[config.mk]
export PLATFORM = sky130hd
export DESIGN_NAME = clipped_pixel_raster_writer_unit_flat
export DESIGN_NICKNAME = d
export VERILOG_FILES = /design/src/rtl/cprw_pkg.sv /design/src/rtl/cprw_ifs.sv /design/src/rtl/clipped_pixel_raster_writer_unit.sv /design/src/rtl/cprw_cfg_regs.sv /design/src/flat_wrapper.sv
export VERILOG_INCLUDE_DIRS = /design/src /design/src/rtl
export SDC_FILE = /design/constraint.sdc
export NUM_CORES = 1
export LEC_CHECK = 0
export ABC_AREA = 1
export BUFFER_PORTS_ARGS = -buffer_cell sky130_fd_sc_hd__buf_2
export CORE_UTILIZATION = 61
export DETAILED_ROUTE_END_ITERATION = 12
export GPL_ROUTABILITY_DRIVEN = 1
export GPL_TIMING_DRIVEN = 0
export PLACE_DENSITY = 0.81
export SETUP_SLACK_MARGIN = 0.05
export SKIP_CTS_REPAIR_TIMING = 1
export SLEW_MARGIN = 20
export SYNTH_ARGS = -nofsm -noshare
export SYNTH_HDL_FRONTEND = slang
export SYNTH_HIERARCHICAL = 1
export SYNTH_SLANG_ARGS = --single-unit
[constraint.sdc]
create_clock -name clk -period 6 [get_ports clk]
set_input_delay 0.9 -clock clk [delete_from_list [all_inputs] [get_ports clk]]
set_output_delay 0.9 -clock clk [all_outputs]
set_load 0.1 [all_outputs]
[src/rtl/clipped_pixel_raster_writer_unit_macros.svh]
// Assertion macros for the clipped pixel raster writer.
// Taken in by the top level with `include; no other dependencies.
`ifndef CLIPPED_PIXEL_RASTER_WRITER_UNIT_MACROS_SVH
`define CLIPPED_PIXEL_RASTER_WRITER_UNIT_MACROS_SVH

// Same-cycle implication, checked outside reset.
`define CPRW_ASSERT_IMP(label, clk, rst_n, ante, cons) \
	label: assert property (@(posedge clk) disable iff (!rst_n) (ante) |-> (cons)) \
		else $error("cprw assertion failed");

// Next-cycle implication, checked outside reset.
`define CPRW_ASSERT_NXT(label, clk, rst_n, ante, cons) \
	label: assert property (@(posedge clk) disable iff (!rst_n) (ante) |=> (cons)) \
		else $error("cprw assertion failed");

`endif

[src/rtl/cprw_pkg.sv]
// Shared types, codes and constants of the clipped pixel raster writer.
// No dependencies; used by the interfaces, the register file and the top level.
package cprw_pkg;

	localparam int unsigned COORD_BITS_DEF = 12;
	localparam int unsigned SCREEN_BITS    = 12;
	localparam int unsigned SPAN_BITS      = 11;
	localparam int unsigned STRIDE_BITS    = 16;
	localparam int unsigned CFG_IDX_BITS   = 3;

	typedef enum logic [1:0] {
		ACT_BEGIN_FILL  = 2'd0,
		ACT_BEGIN_GLYPH = 2'd1,
		ACT_STEP        = 2'd2
	} act_t;

	typedef enum logic [1:0] {
		FMT_8    = 2'd0,
		FMT_565  = 2'd1,
		FMT_32   = 2'd2,
		FMT_NONE = 2'd3
	} fmt_t;

	typedef enum logic [CFG_IDX_BITS-1:0] {
		REG_FRAME_BASE    = 3'd0,
		REG_PIXEL_FORMAT  = 3'd1,
		REG_LINE_STRIDE   = 3'd2,
		REG_SCREEN_WIDTH  = 3'd3,
		REG_SCREEN_HEIGHT = 3'd4
	} reg_idx_t;

	typedef struct packed {
		logic [31:0]            frame_base;
		fmt_t                   pixel_format;
		logic [STRIDE_BITS-1:0] line_stride;
		logic [SCREEN_BITS-1:0] screen_width;
		logic [SCREEN_BITS-1:0] screen_height;
	} cfg_t;

	localparam logic [31:0]            FRAME_BASE_RST    = 32'd0;
	localparam fmt_t                   PIXEL_FORMAT_RST  = FMT_32;
	localparam logic [STRIDE_BITS-1:0] LINE_STRIDE_RST   = 16'd2560;
	localparam logic [SCREEN_BITS-1:0] SCREEN_WIDTH_RST  = 12'd640;
	localparam logic [SCREEN_BITS-1:0] SCREEN_HEIGHT_RST = 12'd480;

	// 0x00RRGGBB to RGB565 in the low half word.
	function automatic logic [31:0] pack_565(input logic [31:0] c);
		return {16'd0, c[23:19], c[15:10], c[7:3]};
	endfunction

endpackage

[src/rtl/cprw_ifs.sv]
// Handshake channels of the clipped pixel raster writer: input items,
// write results and configuration writes. Depends on cprw_pkg.
interface cprw_in_if #(
	parameter int unsigned COORD_BITS = cprw_pkg::COORD_BITS_DEF
);
	logic                            valid;
	logic                            ready;
	logic [1:0]                      action;
	logic signed [COORD_BITS-1:0]    corner_x;
	logic signed [COORD_BITS-1:0]    corner_y;
	logic [cprw_pkg::SPAN_BITS-1:0]  region_width;
	logic [cprw_pkg::SPAN_BITS-1:0]  region_height;
	logic [31:0]                     draw_color;
	logic [7:0]                      mask_value;

	modport source (
		output valid, action, corner_x, corner_y, region_width, region_height,
			draw_color, mask_value,
		input  ready
	);
	modport sink (
		input  valid, action, corner_x, corner_y, region_width, region_height,
			draw_color, mask_value,
		output ready
	);
endinterface

interface cprw_out_if;
	logic        valid;
	logic        ready;
	logic        write_enable;
	logic [31:0] write_address;
	logic [31:0] write_data;
	logic [1:0]  write_size;
	logic        region_done;
	logic        format_error;

	modport source (
		output valid, write_enable, write_address, write_data, write_size,
			region_done, format_error,
		input  ready
	);
	modport sink (
		input  valid, write_enable, write_address, write_data, write_size,
			region_done, format_error,
		output ready
	);
endinterface

interface cprw_cfg_if;
	logic                              valid;
	logic                              ready;
	logic [cprw_pkg::CFG_IDX_BITS-1:0] index;
	logic [31:0]                       data;

	modport source (output valid, index, data, input ready);
	modport sink (input valid, index, data, output ready);
endinterface

[src/rtl/clipped_pixel_raster_writer_unit.sv]
// Clipped pixel raster writer: takes one item per cycle, every cycle the write
// port is free. A begin item opens a region and gives no result; each pixel
// step of an open region gives one result, which goes from the walk position
// register through clip, address and color into the result register, which
// drives the write port. The row offset multiply (row times line stride)
// sets the path.
// Ready drops only while both stages hold items and the result is not taken.
// Depends on cprw_pkg, cprw_ifs, cprw_cfg_regs and the assertion macro header.
`include "clipped_pixel_raster_writer_unit_macros.svh"

module clipped_pixel_raster_writer_unit #(
	parameter int unsigned COORD_BITS = cprw_pkg::COORD_BITS_DEF
) (
	input  logic        clk,
	input  logic        arst_n,
	cprw_cfg_if.sink    cfg,
	cprw_in_if.sink     pix_in,
	cprw_out_if.source  wr_out
);

	localparam int unsigned SPAN_BITS = cprw_pkg::SPAN_BITS;
	localparam int unsigned SCR_BITS  = cprw_pkg::SCREEN_BITS;
	// wide enough for the most negative origin and the largest origin plus offset
	localparam int unsigned XW        = ((COORD_BITS > SCR_BITS) ? COORD_BITS : SCR_BITS) + 1;
	localparam int unsigned PROD_BITS = SCR_BITS + cprw_pkg::STRIDE_BITS;

	cprw_pkg::cfg_t regs;

	cprw_cfg_regs u_cfg_regs (
		.clk    (clk),
		.arst_n (arst_n),
		.cfg    (cfg),
		.regs   (regs)
	);

	// region state
	logic signed [COORD_BITS-1:0] left_col_q;
	logic signed [COORD_BITS-1:0] top_row_q;
	logic [SPAN_BITS-1:0]         span_width_q;
	logic [SPAN_BITS-1:0]         span_height_q;
	logic [SPAN_BITS-1:0]         col_offset_q;
	logic [SPAN_BITS-1:0]         row_offset_q;
	logic [31:0]                  pen_color_q;
	logic                         glyph_mode_q;
	logic                         walk_active_q;

	// stage 1: walk position
	logic                valid_s1;
	logic signed [XW-1:0] x_s1;
	logic signed [XW-1:0] y_s1;
	logic                paint_s1;
	logic                done_s1;
	logic [31:0]         color_s1;

	// stage 2: result register
	logic        valid_s2;
	logic        we_s2;
	logic [31:0] addr_s2;
	logic [31:0] data_s2;
	logic [1:0]  size_s2;
	logic        done_s2;
	logic        ferr_s2;

	cprw_pkg::act_t       act;
	logic                 s1_adv;
	logic                 in_ready;
	logic                 in_fire;
	logic                 step_fire;
	logic                 step_done;
	logic                 col_wrap;
	logic [SPAN_BITS:0]   col_inc;
	logic [SPAN_BITS:0]   row_inc;
	logic signed [XW-1:0] step_x;
	logic signed [XW-1:0] step_y;

	assign act       = cprw_pkg::act_t'(pix_in.action);
	assign s1_adv    = !valid_s2 || wr_out.ready;
	assign in_ready  = !valid_s1 || s1_adv;
	assign in_fire   = pix_in.valid && in_ready;
	assign step_fire = in_fire && (act == cprw_pkg::ACT_STEP) && walk_active_q;

	assign col_inc   = (SPAN_BITS+1)'(col_offset_q) + 1'b1;
	assign row_inc   = (SPAN_BITS+1)'(row_offset_q) + 1'b1;
	assign col_wrap  = col_inc >= (SPAN_BITS+1)'(span_width_q);
	assign step_done = (col_inc == (SPAN_BITS+1)'(span_width_q)) &&
		(row_inc == (SPAN_BITS+1)'(span_height_q));

	assign step_x = XW'(left_col_q) + $signed(XW'(col_offset_q));
	assign step_y = XW'(top_row_q) + $signed(XW'(row_offset_q));

	assign pix_in.ready = in_ready;

	always_ff @(posedge clk or negedge arst_n) begin
		if (!arst_n) begin
			left_col_q    <= '0;
			top_row_q     <= '0;
			span_width_q  <= '0;
			span_height_q <= '0;
			col_offset_q  <= '0;
			row_offset_q  <= '0;
			pen_color_q   <= '0;
			glyph_mode_q  <= 1'b0;
			walk_active_q <= 1'b0;
		end else if (in_fire) begin
			unique case (act)
				cprw_pkg::ACT_BEGIN_FILL, cprw_pkg::ACT_BEGIN_GLYPH: begin
					// a new begin abandons any open region
					left_col_q    <= pix_in.corner_x;
					top_row_q     <= pix_in.corner_y;
					span_width_q  <= pix_in.region_width;
					span_height_q <= pix_in.region_height;
					pen_color_q   <= pix_in.draw_color;
					glyph_mode_q  <= (act == cprw_pkg::ACT_BEGIN_GLYPH);
					col_offset_q  <= '0;
					row_offset_q  <= '0;
					walk_active_q <= (pix_in.region_width != '0) &&
						(pix_in.region_height != '0);
				end
				cprw_pkg::ACT_STEP: begin
					if (walk_active_q) begin
						if (col_wrap) begin
							col_offset_q <= '0;
							row_offset_q <= row_inc[SPAN_BITS-1:0];
						end else begin
							col_offset_q <= col_inc[SPAN_BITS-1:0];
						end
						if (step_done) begin
							walk_active_q <= 1'b0;
						end
					end
				end
				default: begin
				end
			endcase
		end
	end

	always_ff @(posedge clk or negedge arst_n) begin
		if (!arst_n) begin
			valid_s1 <= 1'b0;
		end else if (in_ready) begin
			valid_s1 <= step_fire;
		end
	end

	always_ff @(posedge clk) begin
		if (in_ready) begin
			x_s1     <= step_x;
			y_s1     <= step_y;
			paint_s1 <= !glyph_mode_q || (pix_in.mask_value != '0);
			done_s1  <= step_done;
			color_s1 <= pen_color_q;
		end
	end

	// clip, address and color
	logic                on_screen;
	logic                draw;
	logic [SCR_BITS-1:0] x_scr;
	logic [SCR_BITS-1:0] y_scr;
	logic [PROD_BITS-1:0] row_bytes;
	logic [31:0]         col_bytes;
	logic                we_d;
	logic [31:0]         addr_d;
	logic [31:0]         data_d;
	logic [1:0]          size_d;
	logic                ferr_d;

	assign on_screen = !x_s1[XW-1] && !y_s1[XW-1] &&
		(x_s1[XW-2:0] < (XW-1)'(regs.screen_width)) &&
		(y_s1[XW-2:0] < (XW-1)'(regs.screen_height));
	assign draw      = on_screen && paint_s1;
	// a drawn location lies below the screen size, so the low bits carry it
	assign x_scr     = x_s1[SCR_BITS-1:0];
	assign y_scr     = y_s1[SCR_BITS-1:0];
	assign row_bytes = PROD_BITS'(y_scr) * PROD_BITS'(regs.line_stride);

	always_comb begin
		we_d      = 1'b0;
		addr_d    = '0;
		data_d    = '0;
		size_d    = '0;
		ferr_d    = 1'b0;
		col_bytes = 32'(x_scr);
		unique case (regs.pixel_format)
			cprw_pkg::FMT_8: begin
				col_bytes = 32'(x_scr);
				data_d    = {24'd0, color_s1[7:0]};
			end
			cprw_pkg::FMT_565: begin
				col_bytes = 32'(x_scr) << 1;
				data_d    = cprw_pkg::pack_565(color_s1);
			end
			cprw_pkg::FMT_32: begin
				col_bytes = 32'(x_scr) << 2;
				data_d    = color_s1;
			end
			cprw_pkg::FMT_NONE: begin
				ferr_d = draw;
			end
		endcase
		if (draw && (regs.pixel_format != cprw_pkg::FMT_NONE)) begin
			we_d   = 1'b1;
			size_d = regs.pixel_format;
			addr_d = regs.frame_base + col_bytes + 32'(row_bytes);
		end else begin
			data_d = '0;
		end
	end

	always_ff @(posedge clk or negedge arst_n) begin
		if (!arst_n) begin
			valid_s2 <= 1'b0;
		end else if (s1_adv) begin
			valid_s2 <= valid_s1;
		end
	end

	always_ff @(posedge clk) begin
		if (s1_adv) begin
			we_s2   <= we_d;
			addr_s2 <= addr_d;
			data_s2 <= data_d;
			size_s2 <= size_d;
			done_s2 <= done_s1;
			ferr_s2 <= ferr_d;
		end
	end

	assign wr_out.valid         = valid_s2;
	assign wr_out.write_enable  = we_s2;
	assign wr_out.write_address = addr_s2;
	assign wr_out.write_data    = data_s2;
	assign wr_out.write_size    = size_s2;
	assign wr_out.region_done   = done_s2;
	assign wr_out.format_error  = ferr_s2;

	`CPRW_ASSERT_IMP(a_we_no_ferr, clk, arst_n, valid_s2, !(we_s2 && ferr_s2))
	`CPRW_ASSERT_IMP(a_size_legal, clk, arst_n, valid_s2 && we_s2, size_s2 != 2'(cprw_pkg::FMT_NONE))
	`CPRW_ASSERT_NXT(a_done_closes, clk, arst_n, step_fire && step_done, !walk_active_q)
	`CPRW_ASSERT_IMP(a_walk_nonempty, clk, arst_n, walk_active_q, (|span_width_q) && (|span_height_q))

endmodule

[src/rtl/cprw_cfg_regs.sv]
// Configuration register file of the clipped pixel raster writer.
// Depends on cprw_pkg and cprw_cfg_if; writes to unknown indexes are dropped.
module cprw_cfg_regs (
	input  logic             clk,
	input  logic             arst_n,
	cprw_cfg_if.sink         cfg,
	output cprw_pkg::cfg_t   regs
);

	cprw_pkg::cfg_t regs_q;

	assign cfg.ready = 1'b1;
	assign regs      = regs_q;

	always_ff @(posedge clk or negedge arst_n) begin
		if (!arst_n) begin
			regs_q.frame_base    <= cprw_pkg::FRAME_BASE_RST;
			regs_q.pixel_format  <= cprw_pkg::PIXEL_FORMAT_RST;
			regs_q.line_stride   <= cprw_pkg::LINE_STRIDE_RST;
			regs_q.screen_width  <= cprw_pkg::SCREEN_WIDTH_RST;
			regs_q.screen_height <= cprw_pkg::SCREEN_HEIGHT_RST;
		end else if (cfg.valid) begin
			case (cprw_pkg::reg_idx_t'(cfg.index))
				cprw_pkg::REG_FRAME_BASE: begin
					regs_q.frame_base <= cfg.data;
				end
				cprw_pkg::REG_PIXEL_FORMAT: begin
					regs_q.pixel_format <= cprw_pkg::fmt_t'(cfg.data[1:0]);
				end
				cprw_pkg::REG_LINE_STRIDE: begin
					regs_q.line_stride <= cfg.data[cprw_pkg::STRIDE_BITS-1:0];
				end
				cprw_pkg::REG_SCREEN_WIDTH: begin
					regs_q.screen_width <= cfg.data[cprw_pkg::SCREEN_BITS-1:0];
				end
				cprw_pkg::REG_SCREEN_HEIGHT: begin
					regs_q.screen_height <= cfg.data[cprw_pkg::SCREEN_BITS-1:0];
				end
				default: begin
				end
			endcase
		end
	end

endmodule
[src/flat_wrapper.sv]
// flat-port wrapper written by rule: the top's interface ports become plain ports
module clipped_pixel_raster_writer_unit_flat 
#(
	parameter int unsigned COORD_BITS = cprw_pkg::COORD_BITS_DEF
)
  (clk, arst_n, cfg_valid, cfg_index, cfg_data, cfg_ready, pix_in_valid, pix_in_action, pix_in_corner_x, pix_in_corner_y, pix_in_region_width, pix_in_region_height, pix_in_draw_color, pix_in_mask_value, pix_in_ready, wr_out_valid, wr_out_write_enable, wr_out_write_address, wr_out_write_data, wr_out_write_size, wr_out_region_done, wr_out_format_error, wr_out_ready);
  cprw_cfg_if cfg_i ();
  cprw_in_if #(.COORD_BITS(COORD_BITS)) pix_in_i ();
  cprw_out_if wr_out_i ();
  input  logic clk;
  input  logic arst_n;
  input wire logic [$bits(cfg_i.valid)-1:0] cfg_valid;
  input wire logic [$bits(cfg_i.index)-1:0] cfg_index;
  input wire logic [$bits(cfg_i.data)-1:0] cfg_data;
  output wire logic [$bits(cfg_i.ready)-1:0] cfg_ready;
  input wire logic [$bits(pix_in_i.valid)-1:0] pix_in_valid;
  input wire logic [$bits(pix_in_i.action)-1:0] pix_in_action;
  input wire logic [$bits(pix_in_i.corner_x)-1:0] pix_in_corner_x;
  input wire logic [$bits(pix_in_i.corner_y)-1:0] pix_in_corner_y;
  input wire logic [$bits(pix_in_i.region_width)-1:0] pix_in_region_width;
  input wire logic [$bits(pix_in_i.region_height)-1:0] pix_in_region_height;
  input wire logic [$bits(pix_in_i.draw_color)-1:0] pix_in_draw_color;
  input wire logic [$bits(pix_in_i.mask_value)-1:0] pix_in_mask_value;
  output wire logic [$bits(pix_in_i.ready)-1:0] pix_in_ready;
  output wire logic [$bits(wr_out_i.valid)-1:0] wr_out_valid;
  output wire logic [$bits(wr_out_i.write_enable)-1:0] wr_out_write_enable;
  output wire logic [$bits(wr_out_i.write_address)-1:0] wr_out_write_address;
  output wire logic [$bits(wr_out_i.write_data)-1:0] wr_out_write_data;
  output wire logic [$bits(wr_out_i.write_size)-1:0] wr_out_write_size;
  output wire logic [$bits(wr_out_i.region_done)-1:0] wr_out_region_done;
  output wire logic [$bits(wr_out_i.format_error)-1:0] wr_out_format_error;
  input wire logic [$bits(wr_out_i.ready)-1:0] wr_out_ready;
  assign cfg_i.valid = cfg_valid;
  assign cfg_i.index = cfg_index;
  assign cfg_i.data = cfg_data;
  assign cfg_ready = cfg_i.ready;
  assign pix_in_i.valid = pix_in_valid;
  assign pix_in_i.action = pix_in_action;
  assign pix_in_i.corner_x = pix_in_corner_x;
  assign pix_in_i.corner_y = pix_in_corner_y;
  assign pix_in_i.region_width = pix_in_region_width;
  assign pix_in_i.region_height = pix_in_region_height;
  assign pix_in_i.draw_color = pix_in_draw_color;
  assign pix_in_i.mask_value = pix_in_mask_value;
  assign pix_in_ready = pix_in_i.ready;
  assign wr_out_valid = wr_out_i.valid;
  assign wr_out_write_enable = wr_out_i.write_enable;
  assign wr_out_write_address = wr_out_i.write_address;
  assign wr_out_write_data = wr_out_i.write_data;
  assign wr_out_write_size = wr_out_i.write_size;
  assign wr_out_region_done = wr_out_i.region_done;
  assign wr_out_format_error = wr_out_i.format_error;
  assign wr_out_i.ready = wr_out_ready;
  clipped_pixel_raster_writer_unit #(.COORD_BITS(COORD_BITS)) u_core (.clk(clk), .arst_n(arst_n), .cfg(cfg_i), .pix_in(pix_in_i), .wr_out(wr_out_i));
endmodule
* After elaboration in Yosys (flattened, before gate mapping)
Cells that the tools add are included.
** Storage, ports and cells
- Memories kept :: 0
- Bits in latches :: 0
- ROM bits :: 0
- Memory bits (writable) :: 0
- Input port bits :: 128
- Bits in registers :: 307
** Cells by class
- Reductions and logical operators :: 35
- Eq/ne operators :: 14
- Add/subtract/negate cells :: 6
- Shift operators :: 0
- Bitwise gates (word level) :: 0
- Div/mod/pow operators :: 0
- Multiply operators :: 1
- Muxes and demuxes :: 12
- $lt $le $gt $ge :: 3
** Operators by type and width (count)
- 32-bit case mux with 3 select lines :: 1
- 11-bit 2-to-1 mux :: 4
- 11-bit case mux with 2 select lines :: 2
- 32-bit by 14-bit adder with 32-bit output :: 1
- 32-bit by 28-bit adder with 32-bit output :: 1
- 12-bit by 16-bit multiplier with 28-bit output :: 1
- 14-bit case mux with 2 select lines :: 1
- 12-bit by 12-bit adder with 13-bit output :: 2
- 11-bit by 1-bit adder with 12-bit output, second input constant :: 2
- 12-bit by 11-bit == test with 1-bit output :: 2
- 12-bit < comparator :: 2
- 11-bit nonzero test :: 2
- 2-bit AND reduction :: 7
- 12-bit by 11-bit greater-or-equal comparator with 1-bit output :: 1
- 1-bit logical AND :: 10
- 8-bit nonzero test :: 1
- 2-bit == test, second input constant :: 3
- 3-bit by 2-bit == test with 1-bit output, second input constant :: 2
- 1-bit logical NOT :: 5
- 2-bit by 1-bit == test with 1-bit output, second input constant :: 2
- 2-bit logical NOT :: 2
- 2-bit by 1-bit inequality test with 1-bit output, second input constant :: 2
- 4-bit AND reduction :: 1
- 3-bit by 1-bit == test with 1-bit output, second input constant :: 1
- other kinds (9) :: 13

* Depth between registers and ports, before layout
Gate-level depths: netlist of the first run.
- Depth after elaboration :: 7
- Mapped depth :: 28
- Gate-level depth less buffers :: 26

* Hierarchy
Netlist of the first run, hierarchy kept.
** By module, submodules not included
- clipped_pixel_raster_writer_unit :: area an instance 19764.0 µm², cells each 2366, instances 1
- cprw_cfg_regs :: area an instance 2992.9 µm², cells each 335, instances 1

* Worst setup path before layout of the first run
OpenSTA, ideal clock, no wires.
- Path type :: register to register
- From :: reg u_core.y_s1[0]
- To :: reg u_core.addr_s2[29], in the netlist u_core/wr_out.write_address[29], data pin
- Stages on the path, launching flop included :: 29
- Arrival :: 5138 ps
- Buffers on the path :: 2
- Slack :: 609 ps
- Setup time :: 253 ps
- Cells stage by stage :: edfxtp_1 buf_6 clkbuf_1 nand2_1 inv_1 fa_1 inv_1 fa_1 inv_1 fa_1 inv_1 fa_1 inv_1 fa_1 inv_1 fa_1 inv_1 ha_1 nand2_1 nor2_1 nand2_1 nand2_1 nand2_1 nand2_1 nand2_1 nand2_1 nand2_1 nand3_1 nor2_1
** On the way
- Cells in the longest elaborated chain, start to end :: 4
- Elaborated cells between the ends (all ways) :: 6
- Classes of those cells :: add/sub: 1; mul: 1; order compare: 1; reduce/logical: 3
** RTL lines
- start: declaration :: line clipped_pixel_raster_writer_unit.sv:50 : logic signed [XW-1:0] y_s1;
- start signal: assignment :: line clipped_pixel_raster_writer_unit.sv:149 : y_s1 <= step_y;
- parallel branches: the longest is 4 deep, another holds 32-bit by 28-bit adder with 32-bit output
- end signal: assignment :: line clipped_pixel_raster_writer_unit.sv:222 : addr_s2 <= addr_d;
- end: declaration :: line clipped_pixel_raster_writer_unit.sv:58 : logic [31:0] addr_s2;
Parallel ways; which one is timed is not known.
A chain may end at the register's enable or synchronous reset.

* Worst setup path after layout of the first run
- From :: reg u_core.u_cfg_regs.regs_q, in the netlist u_core/u_cfg_regs/regs[35]
- To :: reg u_core.addr_s2[20], in the netlist u_core/wr_out.write_address[20], data pin
** On the way
- Cells in the longest elaborated chain, start to end :: 2
** RTL lines
- start: declaration :: line cprw_cfg_regs.sv:10 : cprw_pkg::cfg_t regs_q;
- 12-bit by 16-bit multiplier with 28-bit output :: line clipped_pixel_raster_writer_unit.sv:176 : assign row_bytes = PROD_BITS'(y_scr) * PROD_BITS'(regs.line_stride);
- 32-bit by 28-bit adder with 32-bit output :: line clipped_pixel_raster_writer_unit.sv:205 : addr_d = regs.frame_base + col_bytes + 32'(row_bytes);
No other way between the ends.

==> results of run 1 <==
## worst paths after layout
kind | end | cells after the start | slack (ns) | from
setup / recovery | u_core/wr_out.write_address[20] | 21 | 0.26 | u_core/u_cfg_regs/regs[35]
hold / removal | u_core/u_cfg_regs/regs[71] | 2 | 0.29 | arst_n
setup reg to reg | u_core/wr_out.write_address[20] | 21 | 0.26 | u_core/u_cfg_regs/regs[35]
hold reg to reg | u_core/wr_out.region_done | 0 | 0.44 | u_core/done_s1
max in group asynchronous | u_core/left_col_q[4] | 3 | 4.84 | arst_n
min in group clk | u_core/wr_out.region_done | 0 | 0.44 | u_core/done_s1
## synthesized netlist by cell type (all sizes together)
master and n:
a31oi 1, and2 3, dfstp 9, a211oi 2, dfrtp 169, nor2 147
or2 4, xnor2 13, clkbuf 55, o21bai 5, buf 40, nand3b 4
a21boi 2, ha 155, nor3 12, a21oi 80, a21o 7, fa 180
o22ai 4, edfxtp 129, nand2 884, nand3 145, conb 1, o211ai 5
xor2 26, inv 490, o21a 1, nor3b 1, o31ai 2, a32oi 1
nand4 32, o21ai 74, a22oi 8, nor4 10
## flip-flops by register name, summed over array words and instances, names as in the netlist
name and count:
u_core/wr_out.region_done 1, u_core/x_s1 13, u_core/col_offset_q 11, u_core/wr_out.write_data 32, u_core/wr_out.write_enable 1, u_core/u_cfg_regs/regs 74
u_core/wr_out.format_error 1, u_core/y_s1 13, u_core/span_width_q 11, u_core/color_s1 32, u_core/valid_s1 1, u_core/row_offset_q 11
u_core/pen_color_q 32, u_core/paint_s1 1, u_core/left_col_q 12, u_core/wr_out.valid 1, u_core/done_s1 1, u_core/walk_active_q 1
u_core/wr_out.write_address 32, u_core/top_row_q 12, u_core/wr_out.write_size 2, u_core/span_height_q 11, u_core/glyph_mode_q 1
## stage by stage
step,area (µm²),worst slack [ns],TNS [ns]
finish,25700,0.256,0
global route,25700,0.0451,0
CTS,25500,-0.408,-5.77
detailed placement,24500,-0.372,-5.01
global placement,24300,-0.359,-4.24
floorplan,22800,0.609,0
## kinds of logic after synthesis
group,after synthesis
and+or+nand+nor,1242
buffers and inverters,585
adders and majority gates,335
DFF,307
AOI/OAI and AO/OA,192
xor gates and xnor gates,39
other,1
## routing by layer
metal	global-route usage [%]	share of wire, %	routed length, µm
met1	38.5	39	22200
met2	53.9	50	28900
met3	4.34	6.8	3950
met4	13.9	4.6	2650
met5	0	0	0
## cell type report
class | instances | area (µm²)
Clock inverter | 14 | 139
Inverter | 490 | 1840
Timing Repair Buffer | 202 | 1110
Clock buffer | 44 | 910
Multi-Input combinational cell | 1809 | 12200
Tap cell | 468 | 586
Buffer | 94 | 526
Antenna cell | 1 | 2.50
Fill cell | 2900 | 11000
Sequential cell | 307 | 8340
## layout by cell type, fill, tap and decap left out, types with 8 or more instances in the layout
master     netlist  layout
nand2_1        881     877
inv_1          485     485
buf_2           21     222
fa_1           180     180
dfrtp_1        169     169
ha_1           155     151
nand3_1        143     142
edfxtp_1       129     129
nor2_1         111     105
a21oi_1         69      66
o21ai_0         67      65
nor2_2          33      39
clkbuf_16        0      34
nand4_1         32      32
xor2_1          26      26
clkbuf_1        55      24
clkbuf_2         0      21
a21oi_2         11      14
xnor2_1         13      13
clkinv_2         0      10
clkbuf_4         0      10
nor3_1          10      10
nor4_1          10      10
dfstp_2          9       9
o21ai_1          6       8
buf_1            8       8
a22oi_1          8       8
==> impl_metrics.csv, run 1 <==
group,metric,value,unit
timing,fmax,174,MHz
timing,relSlewSlack,55.9,%
finish,drive_above_1_share,14.0,%
synthesis,synthCells,2701,
floorplan,fp.dieW,195,µm
synthesis,syn_nets,3164,
grt,gr-total-overflow,0,
drt,drc,0,
critical_path,crit_buf_inv,7,
clock_tree,root_buffer,"clkbuf_16",
synthesis,synth_adder_area_share,24.4,%
timing,period_needed,5.74,ns
critical_path,path_class,"reg2reg",
synthesis,muxShareOfSynthArea,0,%
grt,grt_pass1_vias,18600,
clock_tree,cts.path.max_buffers,3,
job,maxCapViolations,0,
synthesis,ys_types,48,
drt,routed_via_density,5.41,
run_status,status,"completed",
floorplan,core_area,36700,µm²
floorplan,start_util,62.0,%
synthesis,avgSynthCellArea,8.43,µm²
floorplan,die_h,195,µm
critical_path,cp_slowest_stage_delay,0.59,ns
critical_path,critPathCaptureType,"flip-flop",
drt,vias,18600,
synthesis,synth_top_family_by_area,"adder cells",
placement,numPortBuffers,198,
clock_tree,clock-sinks,307,
synthesis,synthSimpleGateAreaFrac,22.6,%
finish,nets,3398,
grt,grt_usage,31.0,%
synthesis,synth_compound_area_share,4.82,%
grt,grt_pass1_wl,92.7,mm
timing,hold_viol,0,
drt,drtIter0Drc,1290,
floorplan,std_cell_rows,70,
worst_hold_path,hold_class,"in2async",
clock_tree,clkTransAtPathRegs,0.06,ns
synthesis,yosysWarnings,6,
timing,slew_viol_final,0,
synthesis,yosysTopAreaCell,"dfrtp_1",
synthesis,ys_seq_elements,307,
drt,ant_nets,0,
placement,dp_hpwl,46.0,mm
timing,tightest_slew,0.661,ns
clock_tree,tritoncts,"built",
critical_path,slowest_stage,"dfstp_2",
critical_path,cp.arrival,6.10,ns
timing,whs,0.286,ns
critical_path,crit_chain,"clkbuf_2 -> nand2_1 -> inv_1 -> fa_1 -> inv_1 -> fa_1 -> inv_1 -> fa_1 -> fa_1 -> fa_1 -> inv_1 -> fa_1 -> inv_1 -> ha_2 -> nand2_2 -> nor2_2 -> inv_1 -> nor2_1 -> nand4_1 -> nand4_1 -> a21oi_2",
placement,place.gp.congestion,0.999,
grt,antenna_found_initial,0,
critical_path,startpoint_type,"flip-flop",
synthesis,synth.area.top_cells,"dfrtp_1, edfxtp_1, fa_1",
timing,setup_viol,0,
drt,routed_wl,57.7,mm
timing,skew,0.0303,ns
timing,grt_setup_unrepaired,"no",
clock_tree,clkLatencyLatePin,0.61,ns
synthesis,yosysTopAreaCellShare,18.6,%
floorplan,design.die.area,38100,µm²
grt,grt_max_degree,92,
critical_path,cp_max_fo,10,
timing,finalCritPeriodShare,95.7,%
finish,areaGrowthSynthToFinish,12.8,%
synthesis,ys_seq_area_share,36.6,%
synthesis,syn-cell-area,22800,µm²
drt,wl_per_cell,16.8,µm
finish,postLayoutCoreUtil,69.9,%
drt,drt-pass1-iter-count,5,
finish,fin_cells,3429,
clock_tree,cts_made_buffers,31,
synthesis,synth_xor_area_share,1.50,%
floorplan,io_pins,200,
placement,dp_cells,3371,
critical_path,critPathRequiredTime,6.36,ns
clock_tree,h-tree-depth,1,
critical_path,crit_family,"adder cells",
Power of run 1 is left out: the tool's default activity adds up to more than one toggle a clock period on the data nets, which glitch-free logic cannot reach.
==> run 2: changes to the inputs <==
--- a/config.mk
+++ b/config.mk
@@ -20,3 +20,4 @@
 export SYNTH_HDL_FRONTEND = slang
 export SYNTH_HIERARCHICAL = 1
 export SYNTH_SLANG_ARGS = --single-unit
+export TNS_END_PERCENT = 50
==> constraint.sdc (replaced) <==
create_clock -name clk -period 6.2 [get_ports clk]
set_input_delay 0.93 -clock clk [delete_from_list [all_inputs] [get_ports clk]]
set_output_delay 0.93 -clock clk [all_outputs]
set_load 0.1 [all_outputs]
==> impl_metrics.csv, run 2 (synthesized netlist as in run 1, its figures left out) <==
group,metric,value,unit
run_status,status,"completed",
critical_path,rrSetupSlack,0.22,ns
grt,gr-total-overflow,0,
critical_path,critPathCaptureType,"flip-flop",
critical_path,reg2reg_depth,21,
critical_path,cp_num_cells,21,
timing,period_needed,5.98,ns
drt,drc,0,
timing,slew_viol_final,0,
grt,grt_pass1_wl,92.7,mm
timing,setup_viol,0,
critical_path,cp_max_fo,10,
timing,tightest_slew,0.669,ns
timing,relSlewSlack,55.4,%
clock_tree,root_buffer,"clkbuf_16",
grt,antenna_found_initial,0,
finish,final_common_cell,"nand2_1",
clock_tree,cts.path.max_buffers,3,
finish,antennaDiodeCount,0,
placement,place.gp.congestion,0.999,
critical_path,cp.arrival,6.34,ns
critical_path,rr_startpoint,"u_core/u_cfg_regs/regs[29]",
clock_tree,tritoncts,"built",
floorplan,io_pins,200,
clock_tree,clkTransAtPathRegs,0.06,ns
timing,finalCritPeriodShare,96.5,%
drt,ant_nets,0,
critical_path,crit_buf_inv,4,
placement,place_area,24500,µm²
placement,dp_hpwl,46.0,mm
critical_path,crit_family,"adder cells",
worst_hold_path,hold_class,"in2async",
floorplan,std_cell_rows,70,
critical_path,slowest_stage,"fa_1",
clock_tree,cts_made_buffers,31,
drt,wl_per_cell,16.8,µm
finish,areaGrowthSynthToFinish,12.4,%
grt,grt.busiest_layer,"met2",
grt,use_met1,38.5,%
floorplan,fp.dieW,195,µm
timing,fmax,167,MHz
finish,multi_input_area,12200,µm²
drt,routed_wl,57.7,mm
finish,stdcell_area,25600,µm²
grt,grt_pass1_vias,18600,
timing,grt_setup_unrepaired,"yes",
floorplan,design.die.area,38100,µm²
critical_path,r2r_end,"u_core/wr_out.write_address[30]",
grt,grt_max_degree,92,
critical_path,crit_start,"u_core/u_cfg_regs/regs[29]",
finish,largest_reg_flops,74,
timing,skew,0.0311,ns
critical_path,crit_chain,"clkbuf_1 -> nand2_1 -> fa_1 -> inv_1 -> fa_1 -> fa_1 -> fa_1 -> fa_1 -> inv_1 -> fa_1 -> inv_1 -> ha_1 -> nand2_1 -> o21ai_0 -> a21oi_1 -> nand2_1 -> nand2_1 -> nand2_1 -> nand2_1 -> nand3_1 -> nor2_1",
critical_path,path_class,"reg2reg",
placement,numPortBuffers,198,
grt,globalRouteMet2Util,53.9,%
grt,grt_usage,31.0,%
drt,drtIter0Drc,1273,
critical_path,cp_slowest_stage_delay,0.56,ns
critical_path,startpoint_type,"flip-flop",
timing,hold_viol,0,
floorplan,die_h,195,µm
floorplan,core_area,36700,µm²
critical_path,endpoint,"u_core/wr_out.write_address[30]",
drt,routed_via_density,5.40,
clock_tree,clkLatencyLatePin,0.61,ns
floorplan,start_util,62.0,%
clock_tree,clock-sinks,307,
job,maxCapViolations,0,
finish,fillers,2903,
critical_path,critPathRequiredTime,6.56,ns
finish,drive_above_1_share,13.3,%
clock_tree,h-tree-depth,1,
finish,nets,3399,
timing,whs,0.314,ns
drt,vias,18500,
finish,seqCellArea,8340,µm²
finish,mostFrequentLayoutCells,"nand2_1, inv_1, buf_2, fa_1, dfrtp_1",
grt,grt.met3_usage,4.34,%
drt,drt-pass1-iter-count,6,
[run 2: cell type report]
class / count / area share (%)
clock inverters: 14 / 0.543
well taps: 468 / 2.29
flip-flops and latches: 307 / 32.6
inverters: 490 / 7.19
multi-input cells: 1809 / 47.5
repair buffers: 202 / 4.34
clock buffers: 44 / 3.56
plain buffers: 95 / 1.95
[run 2: per-layer routing]
layer / vias to the layer above / part of all wire (%)
li1: 8831 / -
met1: 8788 / 39
met2: 753 / 50
met3: 160 / 6.7
met4: 0 / 4.8
met5: - / 0
[run 2: stage by stage]
step           worst slack (ns)  utilization [%]  std cells  setup TNS (ns)
2_1_floorplan             0.809                -       2701               0
3_3_place_gp             -0.159             66.3       3367          -0.963
3_5_place_dp             -0.172             66.7       3371           -1.46
4_1_cts                  -0.208             69.5       3429           -2.10
5_1_grt                  0.0410             69.7       3429               0
6_report                  0.216             69.7       3429               0
[run 2: worst reg2reg max path, delay by kind of cell, from the launching register on]
kind	cells	cell delay, ns
buf+inv	4	0.66
compound gates	2	0.39
fa+ha+maj	7	3.42
simple gates	8	0.81
flops	1	0.45
[run 2: worst min path at each step]
stage / from / to / slack [ns]
floorplan: u_core/done_s1 / u_core/wr_out.region_done / 0.40
global placement: u_core/done_s1 / u_core/wr_out.region_done / 0.41
detailed placement: u_core/done_s1 / u_core/wr_out.region_done / 0.42
CTS: arst_n / u_core/u_cfg_regs/regs[71] / 0.32
global route: arst_n / u_core/u_cfg_regs/regs[71] / 0.33
finish: arst_n / u_core/u_cfg_regs/regs[71] / 0.31
Power of run 2 is left out for the same reason.
==> run 3: changes to the inputs <==
--- a/config.mk
+++ b/config.mk
@@ -8,11 +8,11 @@
 export LEC_CHECK = 0
 export ABC_AREA = 1
 export BUFFER_PORTS_ARGS = -buffer_cell sky130_fd_sc_hd__buf_2
-export CORE_UTILIZATION = 61
+export CORE_UTILIZATION = 53
 export DETAILED_ROUTE_END_ITERATION = 12
 export GPL_ROUTABILITY_DRIVEN = 1
 export GPL_TIMING_DRIVEN = 0
-export PLACE_DENSITY = 0.81
+export PLACE_DENSITY = 0.72
 export SETUP_SLACK_MARGIN = 0.05
 export SKIP_CTS_REPAIR_TIMING = 1
 export SLEW_MARGIN = 20
==> constraint.sdc (replaced) <==
create_clock -name clk -period 6.6 [get_ports clk]
set_input_delay 0.99 -clock clk [delete_from_list [all_inputs] [get_ports clk]]
set_output_delay 0.99 -clock clk [all_outputs]
set_load 0.1 [all_outputs]
==> impl_metrics.csv, run 3 (synthesized netlist as in run 1, its figures left out) <==
group,metric,value,unit
critical_path,cp_max_fo,10,
run_status,status,"completed",
timing,setup_viol,0,
finish,nets,3403,
finish,fillers,3712,
floorplan,start_util,54.0,%
clock_tree,cts_made_buffers,35,
grt,grt_max_degree,94,
finish,mostFrequentLayoutCells,"nand2_1, inv_1, buf_2, fa_1, dfrtp_1",
grt,grt_pass1_wl,94.5,mm
critical_path,cp_slowest_stage_delay,0.55,ns
grt,gr-total-overflow,0,
floorplan,core_area,42100,µm²
timing,grt_setup_unrepaired,"no",
timing,tns,0,ns
job,maxCapViolations,0,
critical_path,critPathRequiredTime,6.88,ns
critical_path,critPathCaptureType,"flip-flop",
worst_hold_path,hold_class,"in2async",
timing,hold_viol,0,
drt,routed_wl,59.2,mm
drt,drt-pass1-iter-count,6,
floorplan,die_h,209,µm
drt,drc,0,
clock_tree,clkTransAtPathRegs,0.06,ns
clock_tree,clock-sinks,307,
drt,wl_per_cell,16.9,µm
clock_tree,clkLatencyLatePin,0.56,ns
timing,skew,0.0213,ns
timing,tightest_slew,0.756,ns
timing,finalCritPeriodShare,95.5,%
floorplan,fp.dieW,209,µm
critical_path,slowest_stage,"fa_1",
drt,drtIter0Drc,1179,
clock_tree,cts.path.max_buffers,3,
critical_path,path_class,"reg2reg",
finish,seqCellArea,8340,µm²
floorplan,std_cell_rows,75,
critical_path,path_common_cell,"fa_1",
drt,routed_via_density,5.20,
clock_tree,root_buffer,"clkbuf_16",
placement,place.gp.congestion,0.960,
finish,final_common_cell,"nand2_1",
drt,vias,18200,
placement,numPortBuffers,198,
clock_tree,h-tree-depth,2,
critical_path,startpoint_type,"flip-flop",
critical_path,crit_chain,"clkbuf_1 -> clkbuf_2 -> nand2_1 -> fa_1 -> fa_1 -> inv_1 -> fa_1 -> fa_1 -> fa_1 -> inv_1 -> fa_1 -> inv_1 -> ha_1 -> a21oi_1 -> nor2_1 -> nor2_1 -> o21bai_1 -> a21oi_1 -> nand2_1 -> nand2_1 -> a21oi_1",
timing,slew_viol_final,0,
drt,ant_nets,0,
finish,largest_reg_flops,74,
placement,dp_hpwl,47.3,mm
grt,grt_pass1_vias,18500,
floorplan,design.die.area,43800,µm²
timing,fmax,159,MHz
critical_path,cp.arrival,6.58,ns
grt,antenna_found_initial,5,
finish,drive_above_1_share,12.5,%
clock_tree,tritoncts,"built",
finish,areaGrowthSynthToFinish,13.3,%
timing,relSlewSlack,49.6,%
timing,period_needed,6.30,ns
finish,multi_input_area,12100,µm²
grt,grt_usage,27.7,%
floorplan,io_pins,200,
## run 3: cell types whose count changed in the layout (fill, tap and decap cells not counted), sizes merged
cell	delta
buf	-5
clkbuf	+9
clkinv	-2
diode	+2
bufinv	+3
## run 3: area by class of cell
type,instances,share of cell area [%]
inverter,490,7.13
clock buffer,48,3.74
multi-input combinational,1809,47.1
antenna,2,0.0194
sequential,307,32.3
tap,539,2.61
clock inverter,15,0.970
timing repair buffer,202,4.31
buffer,95,1.79
## run 3: per-layer routing
| layer | track usage [%] | routed length (µm) |
|---|---|---|
| met5 | 0 | 31 |
| met4 | 10.4 | 2050 |
| met3 | 4.46 | 3730 |
| met2 | 49.1 | 29700 |
| met1 | 34.0 | 23700 |
## run 3: path summary, 6_finish.rpt
kind / from / end / slack, ns / cells past startpoint
hold reg to reg: u_core/pen_color_q[18] / u_core/color_s1[18] / 0.45 / 0
setup reg to reg: u_core/y_s1[4] / u_core/wr_out.write_address[28] / 0.30 / 21
setup / recovery: u_core/y_s1[4] / u_core/wr_out.write_address[28] / 0.30 / 21
min in group clk: u_core/pen_color_q[18] / u_core/color_s1[18] / 0.45 / 0
hold / removal: arst_n / u_core/u_cfg_regs/regs[72] / 0.40 / 2
max in group asynchronous: arst_n / u_core/u_cfg_regs/regs[8] / 5.34 / 3
## run 3: critical path, delay by kind of cell, from the launching register on
kind	cells	cell delay, ns
fa+ha+maj	7	3.36
compound gates	4	0.68
simple gates	5	0.55
buf+inv	5	1.04
flops	1	0.38
## run 3: metrics by stage
stage	cell area [µm²]	cells	hold slack (ns)	setup WS, ns	utilization, %
after floorplan	22800	2701	0.400	1.21	-
after global placement	24400	3438	0.428	0.241	58.0
after detailed placement	24600	3442	0.433	0.213	58.3
after CTS	25800	3505	0.429	0.174	61.2
after global routing	25800	3507	0.429	0.0582	61.2
final	25800	3507	0.402	0.300	61.2
Power of run 3 is left out for the same reason.
